--- src/tf512_pkg.sv ---
`default_nettype none

package tf512_pkg;

    typedef logic [63:0] word_t;
    typedef logic [7:0][63:0] block_t;
    typedef logic [8:0][63:0] key_ext_t;

    localparam word_t KEY_PARITY = 64'h1BD1_1BDA_A9FC_1A22;
    localparam int unsigned KEY_WORDS = 8;

    localparam int unsigned ROT_TABLE [8][4] = '{
        '{46, 36, 19, 37},
        '{33, 27, 14, 42},
        '{17, 49, 36, 39},
        '{44,  9, 54, 56},
        '{39, 30, 34, 24},
        '{13, 50, 10, 17},
        '{25, 29, 39, 43},
        '{ 8, 35, 56, 22}
    };

    localparam int unsigned PERM_SRC [8] = '{2, 1, 4, 7, 6, 5, 0, 3};

    typedef struct packed {
        word_t plain_word_0;
        word_t plain_word_1;
        word_t plain_word_2;
        word_t plain_word_3;
        word_t plain_word_4;
        word_t plain_word_5;
        word_t plain_word_6;
        word_t plain_word_7;
        word_t tweak_low;
        word_t tweak_high;
    } plain_t;

    typedef struct packed {
        word_t cipher_word_0;
        word_t cipher_word_1;
        word_t cipher_word_2;
        word_t cipher_word_3;
        word_t cipher_word_4;
        word_t cipher_word_5;
        word_t cipher_word_6;
        word_t cipher_word_7;
    } cipher_t;

    // state word block plus the tweak that travels with it
    typedef struct packed {
        block_t w;
        word_t  t0;
        word_t  t1;
    } lane_t;

    // amounts in the table are never zero
    function automatic word_t rotl(input word_t v, input int unsigned n);
        return (v << n) | (v >> (64 - n));
    endfunction

    function automatic block_t add_words(input block_t a, input block_t b);
        block_t r;
        for (int i = 0; i < 8; i++)
        begin
            r[i] = a[i] + b[i];
        end
        return r;
    endfunction

endpackage

`default_nettype wire

--- src/tf512_subkey.sv ---
`default_nettype none

module tf512_subkey
    import tf512_pkg::*;
#(
    parameter int unsigned INDEX = 0
)
(
    input  wire key_ext_t kx,
    input  wire word_t    t0,
    input  wire word_t    t1,
    output block_t        subkey
);

    word_t [2:0] tx;

    assign tx[0] = t0;
    assign tx[1] = t1;
    assign tx[2] = t0 ^ t1;

    for (genvar i = 0; i < 8; i++)
    begin : g_word
        if (i == 5)
        begin : g_t_a
            assign subkey[i] = kx[(INDEX + i) % 9] + tx[INDEX % 3];
        end
        else if (i == 6)
        begin : g_t_b
            assign subkey[i] = kx[(INDEX + i) % 9] + tx[(INDEX + 1) % 3];
        end
        else if (i == 7)
        begin : g_cnt
            assign subkey[i] = kx[(INDEX + i) % 9] + 64'(INDEX);
        end
        else
        begin : g_key
            assign subkey[i] = kx[(INDEX + i) % 9];
        end
    end

endmodule

`default_nettype wire

--- config.mk ---
export PLATFORM = sky130hd
export DESIGN_NAME = tf512_subkey
export DESIGN_NICKNAME = d
export VERILOG_FILES = /design/src/tf512_pkg.sv /design/src/tf512_subkey.sv
export SDC_FILE = /design/constraint.sdc
export NUM_CORES = 1
export LEC_CHECK = 0
export BUFFER_PORTS_ARGS = -buffer_cell sky130_fd_sc_hd__buf_4
export CORE_AREA = 2 2 468 470
export DETAILED_ROUTE_END_ITERATION = 10
export DIE_AREA = 0 0 470 472
export PLACE_DENSITY = 0.3
export SYNTH_ARGS = -nofsm -noshare
export SYNTH_HDL_FRONTEND = slang
export SYNTH_SLANG_ARGS = --single-unit
--- constraint.sdc ---
create_clock -name vclk -period 2.8
set_input_delay 0 -clock vclk [all_inputs]
set_output_delay 0 -clock vclk [all_outputs]
set_load 0.02 [all_outputs]
# Word level (Yosys, flattened, before mapping)
# Cells that the tools add are included.
# totals
register_bits	0
out_inout_bits	512
word_cells	2
# op_classes
addsub	2
# ops
cell	n
$add A64 B64 Y64	2

# Logic depth before layout (Yosys ltp)
# logic_depth
depth_word	1
ltp_mapped	11
mapped_depth_nobuf	11

# Least setup slack after synthesis
# Ideal clock, no wire load.
# synth_path
kind	in2out
startpoint	input kx[384] (netlist name)
endpoint	output subkey[444] (netlist name)
arrival_time_ps	2764
required_time_ps	2800
path_slack_ps	36
cell_stages	11
n_path_buf	0
path_cell_list	ha_1 > fa_1 > a211oi_1 > o21bai_1 > o21a_1 > a21o_1 > a21oi_1 > o21ai_1 > a21o_1 > o211a_1 > a311oi_1
# synth_rtl
item	line_no	source
from (decl)	tf512_subkey.sv:9	input wire key_ext_t kx,
to (decl)	tf512_subkey.sv:12	output block_t subkey

==> impl_metrics.tcl <==
set metrics [dict create \
    synth_cells 1511 \
    ys_seq_area_frac 0 \
    die_y_microns 472 \
    timing.hold.ws_ns 0.00000777 \
    endpoint "subkey[441]" \
    relSlewSlack 0.609 \
    pin_count 1216 \
    critPathKind "in -> out" \
    final-seq-area_sq_um 0 \
    peakVddDrop_uv 164 \
    mostFrequentLayoutCells "buf_4 (669), a21oi_1 (141), ha_1 (101)" \
    grt_start_max_net_pins 12 \
    die_w_microns 470 \
    core_area_sq_mm 0.217 \
    antenna_found_initial 41 \
    fin_area_sq_mm 0.0176 \
    power_leakage_nw 6.96 \
    synthXorXnorAreaFrac 0.0998 \
    dp_cells 4631 \
    clock.fmax_mhz 347 \
    firstDrtPassIters 5 \
    nNetsFinal 2622 \
    synth_top_family_by_area "buffers and inverters" \
    nFlopsAndLatches 0 \
    layout_commonest_cell "buf_4" \
    area_growth_pct 70.2 \
    grt_pass1_wl_microns 141000 \
    p_clk_frac 0 \
    critPathArrivalTime_ns 2.88 \
    slowest_stage "or4_4" \
    power.density_mw_per_mm2 281 \
    end_kind "primary output" \
    path_cells "buf_8, ha_4, a211oi_4, o21a_1, or4_4, a2111oi_4, buf_6, o21ai_4, a31oi_4, a21boi_4, o21ai_4, xor2_2, buf_4, buf_6" \
    grt_pass1_vias 13200 \
    dp_hpwl_microns 106000 \
    vias 12300 \
    synth_top_area_frac 0.278 \
    place_area_sq_mm 0.0161 \
    clkbuf_count 0 \
    worst_slack_ns -0.0827 \
    syn_area_sq_mm 0.0104 \
    tightest_slew_ns 0.584 \
    crit_required_ns 2.80 \
    netlist.top_cell.by_area "buf_4" \
    slew_violations 0 \
    p_sw_frac 0.548 \
    viasPerCell 2.65 \
    drt_iter0_drc 468 \
    synth_fa_ha_area_frac 0.156 \
    max_cap_viol_count 0 \
    violations "setup timing" \
    critPathMaxFanout 3 \
    drive_above_1_share 0.489 \
    syn_avg_cell_area_sq_um 6.85 \
    p_seq_frac 0 \
    synth_fp_nets 2343 \
    portBuffers 384 \
    period_minus_slack_ns 2.88 \
    synth_compound_area_frac 0.272 \
    hold_viol_final 0 \
    muxShareOfSynthArea 0.000967 \
    start_util 0.0478 \
    status "finished with violations" \
    fin_tns_setup_ns -0.350 \
    totalWireLength_microns 113000 \
    synth.distinct_cells 66 \
    crit_start "t1[1]" \
    final_cells 4643 \
    drt.antenna.violating_nets 0 \
    ys_top_cells_by_area "buf_4 (28%), ha_1 (15%), a21oi_1 (7.9%)" \
    cell_internal_pwr_mw 2.24 \
    period_share 1.03 \
    finalSetupViolations 10 \
    max_stage_delay_ns 0.51 \
    fp-row-count 171 \
    overflow 0 \
    routabilityCongestion 0.804 \
    p_sw_mw 2.72 \
    rsz0062_at_grt "true" \
    hold_path_class "in -> out" \
    die_area_sq_mm 0.222 \
    ys_warn_count 0 \
    grt_use_total 0.0967 \
    detail_route.wl_per_cell_microns 24.4 \
    yosys.area_share.simple 0.160 \
    power_frac_comb 1.000 \
    startpoint_type "primary input" \
    route.detailed.drc 0 \
]
[cell usage after synthesis, types with 32 or more instances]
library cell	n
a21o_1	59
nand3_1	32
nand4_1	45
buf_4	384
o21ai_0	75
ha_1	126
xnor2_1	74
clkbuf_1	55
nor2_1	83
xor2_1	44
nand2_1	99
a21oi_1	164
[cell type report]
| type | count | area (sq um) |
|---|---|---|
| antenna | 1 | 2.50 |
| inverter | 31 | 116 |
| multi-input combinational | 1038 | 8320 |
| timing repair buffer | 719 | 5610 |
| fill | 25600 | 199000 |
| tap | 2854 | 3570 |
[worst min path at each step]
stage	start	endpoint	slack, ns	cells after the start
after floorplan	kx[0]	subkey[0]	0.11	1
after global placement	kx[127]	subkey[127]	0.0001	0
after detailed placement	kx[127]	subkey[127]	0.0001	0
after CTS	kx[127]	subkey[127]	0.0001	0
after global routing	kx[507]	subkey[507]	0.00003	0
final	kx[293]	subkey[293]	0.000008	0
[worst max-delay path: cells and delay by family]
family,cells,cell delay (ns)
AOI/OAI and AO/OA,7,1.35
xor gates and xnor gates,1,0.18
adders and majority gates,1,0.27
buffers and inverters,4,0.54
and+or+nand+nor,1,0.51
[power by group through the flow]
stage / registers, mW / logic (mW) / clock network, mW
final: 0 / 4.96 / 0.0000000486
after global placement: 0 / 4.65 / 0
after floorplan: 0 / 2.85 / 0
after global routing: 0 / 5.33 / 0
after CTS: 0 / 4.96 / 0
after detailed placement: 0 / 4.62 / 0
[metal layers]
layer	vias up	track usage	wire length (microns)
met2	873	0.181	57300
met4	4	0.0472	7270
met3	329	0.0583	15800
met1	5554	0.0785	32700
li1	5555	-	-
met5	-	0.00735	191
[through the flow]
| stage | setup WS (ns) | utilization | total power, mW |
|---|---|---|---|
| floorplan | 0.0362 | - | 2.85 |
| global placement | -1.12 | 0.0745 | 4.65 |
| detailed placement | -1.11 | 0.0745 | 4.62 |
| CTS | -0.178 | 0.0797 | 4.96 |
| global route | -0.200 | 0.0814 | 5.33 |
| finish | -0.0827 | 0.0814 | 4.96 |
[kinds of logic after synthesis]
family	after synthesis
xor gates and xnor gates	118
buffers and inverters	473
and+or+nand+nor	344
muxes	1
AOI/OAI and AO/OA	447
adders and majority gates	128
[what timing repair did]
| item | CTS | global route |
|---|---|---|
| hold buffers | 0 | 0 |
| setup buffers | 15 | 7 |
| setup endpoints to repair | 62 | 47 |
| pin swaps | 84 | 48 |
| resized for setup | 192 | 71 |
Power figures use the tool's default switching activity.
