--- src/tf512_pkg.sv ---
`default_nettype none

package tf512_pkg;

    typedef logic [63:0] word_t;
    typedef logic [7:0][63:0] block_t;
    typedef logic [8:0][63:0] key_ext_t;

    localparam word_t KEY_PARITY = 64'h1BD1_1BDA_A9FC_1A22;
    localparam int unsigned KEY_WORDS = 8;

    localparam int unsigned ROT_TABLE [8][4] = '{
        '{46, 36, 19, 37},
        '{33, 27, 14, 42},
        '{17, 49, 36, 39},
        '{44,  9, 54, 56},
        '{39, 30, 34, 24},
        '{13, 50, 10, 17},
        '{25, 29, 39, 43},
        '{ 8, 35, 56, 22}
    };

    localparam int unsigned PERM_SRC [8] = '{2, 1, 4, 7, 6, 5, 0, 3};

    typedef struct packed {
        word_t plain_word_0;
        word_t plain_word_1;
        word_t plain_word_2;
        word_t plain_word_3;
        word_t plain_word_4;
        word_t plain_word_5;
        word_t plain_word_6;
        word_t plain_word_7;
        word_t tweak_low;
        word_t tweak_high;
    } plain_t;

    typedef struct packed {
        word_t cipher_word_0;
        word_t cipher_word_1;
        word_t cipher_word_2;
        word_t cipher_word_3;
        word_t cipher_word_4;
        word_t cipher_word_5;
        word_t cipher_word_6;
        word_t cipher_word_7;
    } cipher_t;

    // state word block plus the tweak that travels with it
    typedef struct packed {
        block_t w;
        word_t  t0;
        word_t  t1;
    } lane_t;

    // amounts in the table are never zero
    function automatic word_t rotl(input word_t v, input int unsigned n);
        return (v << n) | (v >> (64 - n));
    endfunction

    function automatic block_t add_words(input block_t a, input block_t b);
        block_t r;
        for (int i = 0; i < 8; i++)
        begin
            r[i] = a[i] + b[i];
        end
        return r;
    endfunction

endpackage

`default_nettype wire

--- src/tf512_key_regs.sv ---
`default_nettype none

module tf512_key_regs
    import tf512_pkg::*;
(
    input  wire logic        clk,
    input  wire logic        rst_n,
    input  wire logic        psel,
    input  wire logic        penable,
    input  wire logic        pwrite,
    input  wire logic [5:0]  paddr,
    input  wire logic [63:0] pwdata,
    output logic [63:0]      prdata,
    output logic             pready,
    output key_ext_t         kx
);

    block_t key_reg;
    logic   wr_en;
    logic [2:0] wr_idx;

    assign pready = 1'b1;
    assign wr_idx = paddr[5:3];
    assign wr_en  = psel && penable && pwrite && pready;

    always_ff @(posedge clk or negedge rst_n)
    begin
        if (!rst_n)
        begin
            key_reg <= '0;
        end
        else if (wr_en)
        begin
            key_reg[wr_idx] <= pwdata;
        end
    end

    assign prdata = key_reg[wr_idx];

    always_comb
    begin
        kx[8] = KEY_PARITY;
        for (int i = 0; i < KEY_WORDS; i++)
        begin
            kx[i] = key_reg[i];
            kx[8] = kx[8] ^ key_reg[i];
        end
    end

endmodule

`default_nettype wire

--- config.mk ---
export PLATFORM = sky130hd
export DESIGN_NAME = tf512_key_regs
export DESIGN_NICKNAME = d
export VERILOG_FILES = /design/src/tf512_pkg.sv /design/src/tf512_key_regs.sv
export SDC_FILE = /design/constraint.sdc
export NUM_CORES = 1
export LEC_CHECK = 0
export ABC_AREA = 1
export CAP_MARGIN = 0
export CORE_AREA = 2 2 281 283
export DETAILED_ROUTE_END_ITERATION = 16
export DIE_AREA = 0 0 283 285
export DONT_BUFFER_PORTS = 1
export HOLD_SLACK_MARGIN = 0.06
export PLACE_DENSITY = 0.57
export SLEW_MARGIN = 10
export SYNTH_ARGS = -nofsm -noshare
export SYNTH_HDL_FRONTEND = slang
export SYNTH_SLANG_ARGS = --single-unit
--- constraint.sdc ---
create_clock -name clk -period 1.1 [get_ports clk]
set_input_delay 0 -clock clk [delete_from_list [all_inputs] [get_ports clk]]
set_output_delay 0 -clock clk [all_outputs]
set_load 0.01 [all_outputs]
After elaboration in Yosys (flattened, before gate mapping)
Cells that the tools add are included.

storage, ports and cells
  logic and storage cells = 26
  flip-flop bits (word level) = 512
  output and inout bits = 641

operators by class
  bitwise gates (word level) = 8
  reduce and logical (&&, ||, !) cells = 3
  muxes and demuxes = 5
  order comparisons = 2

operators by type and width
  cell                                                                                 count
  512-bit bitwise mux                                                                  1
  64-bit bitwise XOR                                                                   7
  64-bit binary-select mux with 3-bit select                                           1
  64-bit demux with 3-bit select                                                       1
  64-bit two-way mux                                                                   2
  32-bit NOT                                                                           1
  3-bit by 4-bit less-than comparator with 1-bit output, second input constant         1
  3-bit by 1-bit greater-or-equal comparator with 1-bit output, second input constant  1
  1-bit logical AND                                                                    3

Longest topological paths before layout
  word-level depth = 8
  mapped depth = 11

Worst setup path before layout
OpenSTA, ideal clock, no wires.

  kind = reg-to-output
  start point = reg key_reg (netlist bit kx[130])
  end point = out kx[514] (netlist bit)
  buffers on the path = 0
  setup slack = -0.030 ns
  arrival time = 1.130 ns
  stages on the path, launching flop included = 9
  data required time = 1.100 ns
  path through = dfrtp_1 -> or2_2 -> nand2_1 -> nand2_1 -> nand2_1 -> nand2_1 -> nand2_1 -> nand2_1 -> nand2_1

RTL lines
  item                               RTL line              source
  from (decl)                        tf512_key_regs.sv:18  block_t key_reg;
  from (signal, indexed assignment)  tf512_key_regs.sv:34  key_reg[wr_idx] <= pwdata;
  to (decl)                          tf512_key_regs.sv:15  output key_ext_t kx

==> summary.txt <==
Placed design
  • Pre-CTS setup slack: -240.7 ps
  • Cell count after placement: 5764
  • I/O Buffers: 0
  • GPL Wtd Cong: approximately 0.9
  • Placed inst area: around 36000 sq um
  • DP HPWL: 82.81 mm

Floorplan
  • Die span in y: 285 microns
  • Starting Density: 0.3670
  • Die X: 283 microns
  • Total core area: between 70000 and 80000 sq um
  • Die Area: ~81000 sq um
  • Row count: 103
  • # IOs: just over 700

Timing
  • Worst Tran Pin Value: between 2000 and 3000 ps
  • Fmax: 563.0 MHz
  • Slew Limit Fails: about 260
  • Crit path time final: around 1800 ps
  • Tcrit/Tclk final: 1.615
  • Final hold vios: between 500 and 600
  • Final worst-path setup slack: -676.3 ps
  • WHS: -930.5 ps
  • Setup violators final: 654
  • Slew margin rel.: -0.6865
  • Fin Clk Skew: 0 ps
  • RSZ-0062 raised after global routing: true

Logic synthesis
  • Mapped Area: approximately 29000 sq um
  • Largest cells by area after synthesis: dfrtp_1, nand2_1, inv_1
  • Mapped Nets: 4207
  • Synth top area share: 0.4477
  • Avg Inst Size Synth: between 6 and 7 sq um
  • Post-synth cell types: 27
  • Total of flip-flops plus latches after synthesis: ~510
  • Mapped Cells: ~4100
  • Ys Warns: 0
  • Seq/Total Area, Yosys: 0.4477
  • Yosys top cell by area: dfrtp_1

Critical path
  • Critical path class: reg -> out
  • Critical Path AT: about 1800 ps
  • R2R Path Start: kx[340]$_DFFE_PN0P_
  • R2r setup slk: around 70 ps
  • Worst Path Required: about 1100 ps
  • CP startpoint kind: flop
  • RR Endpoint: kx[340]$_DFFE_PN0P_
  • Max Fanout on Critical Path: 3
  • Path depth of the worst reg2reg path: 5
  • Critical Path End Type: output port

Cells and area
  • P&R area growth vs syn: 60.56%
  • Share of cells above drive strength 1: 0.4017
  • Fillers: around 6800
  • Storage cell area: ~13000 sq um
  • Number of flip-flops in the largest register: around 510
  • Area occupied by multi-input gates: ~15000 sq um
  • Post-layout nets: approximately 5300
  • Final instance area: roughly 46000 sq um
  • Non-filler cells, final: roughly 6300

Clock network
  • Worst skew pair latency: between 600 and 700 ps
  • Clock buffer depth: 3
  • Root Driver: clkbuf_16
  • CTS tree: yes
  • Clock-pin slew on the worst setup and hold paths: around 60 ps
  • CTS buffer count: between 50 and 60
  • CTS sink count: between 500 and 600
  • H-tree levels: 2

Drt
  • Vias per inst: ~5.1
  • Routed WL: approximately 130 mm
  • Detailed Routing Iterations Pass 1: 5
  • Routed len/inst: between 15 and 20 microns
  • 1st-iter DRT viols: about 2200
  • Vias post-DR: roughly 33000
  • Routed Antenna Nets: 0
  • DRC errors left: 0

Global routing
  • Largest net degree at the start of global routing: a little over 500
  • Vias in the first global route: 29631
  • Initial antenna violation count: 2
  • All-layer global routing usage: 0.2851
  • Global-route wire length before repair: roughly 180 mm
  • Grt ovf: 0

Hold path
  • Hold Path Class: in -> async

Pwr
  • VDD IR max: 1.345 mV
  • Sw Share: 0.3930
  • Sw Pwr: ~37 mW
  • Total Power: 93.02 mW
  • Combinational Power Share: 0.482
  • Lkg Pwr: 22.96 nW
  • Clock power share: 0.220
  • Power density cells: 2024 nW/um^2
  • Cell Int Power: around 56 mW
  • Sequential Power Share: 0.298

Status
  • Outcome: complete, but fails checks
  • Failing checks: hold timing, slew limit, setup timing

Job
  • Max-cap check violation count: 0
## power by group through the flow
stage	Sequential [mW]	Clock, mW	Combinational [mW]
finish	27.7	20.5	44.8
CTS	26.6	20.8	37.2
floorplan	28.3	0	16.0
global route	28.2	21.5	48.2
detailed placement	26.9	0	32.1
global placement	26.8	0	31.6
## kinds of logic after synthesis
kind of cell | share of synthesized area
AO/OA/AOI/OAI | 0.1472
flip-flops | 0.4477
AND/OR/NAND/NOR | 0.2763
other | 0.0001310
XOR/XNOR | 0.02204
buffers and inverters | 0.1066
## per-stage QoR
step	TNS [ps]	util
final	-141290	0.5893
after global placement	-73730	0.4566
after detailed placement	-81050	0.4566
after CTS	-156760	0.5229
after floorplan	-59.61	-
after global routing	-168390	0.5893
## worst max path at each step
stage,from,end
after floorplan,paddr[3],kx[446]$_DFFE_PN0P_
after global routing,kx[92]$_DFFE_PN0P_,kx[540]
after detailed placement,psel,kx[382]$_DFFE_PN0P_
after global placement,psel,kx[206]$_DFFE_PN0P_
final,kx[92]$_DFFE_PN0P_,kx[540]
after CTS,kx[381]$_DFFE_PN0P_,prdata[61]
## what timing repair did
action	4_1_cts	5_1_grt
resized for setup	381	1254
endpoints found under the setup margin	635	642
hold buffers	70	54
endpoints found under the hold margin	1024	629
pin swaps	200	375
buffers inserted	241	174
## layer usage
layer / wire length [microns] / GRT usage / part of all wire / up-vias
li1: - / - / - / 15286
met5: 16 / 0 / 0.00013 / -
met3: 10840 / 0.07040 / 0.086 / 398
met4: 6517 / 0.1082 / 0.052 / 2
met2: 61420 / 0.4937 / 0.49 / 1398
met1: 47410 / 0.3416 / 0.38 / 15465
## cells in the final DEF (no fill, tap or decap), types with 8 or more instances in the layout
cell              n
clkbuf_8         19
and3_4           15
nand2_1        1127
o21ai_1         309
nor2_1          210
nand3_1         138
o21ai_0         261
dlygate4sd3_1   123
nor2_2           76
nand3b_1         35
buf_4           398
nor2_4           20
o22ai_1          51
dfrtp_2          52
buf_6           635
a22oi_2           8
nand2_2         265
nand3_2          42
o21ai_2          15
clkbuf_1         13
a21oi_2          53
nand2_4          13
and3_1           13
clkbuf_16        61
xnor2_2          19
buf_12           55
xor2_1           28
inv_1           304
o22ai_2          49
or2_4            11
a21oi_1          46
dfrtp_1         460
inv_2           283
xnor2_1          22
## critical path: stages (launching register included)
cell and delay [ps]:
dfrtp_1 410, nand2_1 110, and3_4 200, nor2_4 110, inv_1 50, nand2_1 70, nand2_2 70, buf_12 140
## cells in the mapped netlist, drive strengths merged
library cell,n
inv,593
xnor2,41
dfrtp,512
o21ai,585
clkbuf,60
o2bb2ai,2
a21oi,99
nand4,4
and3,28
buf,112
conb,1
or2,13
a22oi,15
nand3,185
nor2,306
o22ai,104
nand3b,35
a21o,1
nand2,1405
xor2,31
## layout make-up
cell class	instances	share of cell area
Multi-Input combinational cell	2855	0.3273
Sequential cell	512	0.2803
Timing Repair Buffer	1212	0.2717
Inverter	593	0.04872
Clock buffer	93	0.03997
Tap cell	1050	0.02859
Clock inverter	13	0.003458
Antenna cell	1	0.00005446
Power figures use the tool's default switching activity.
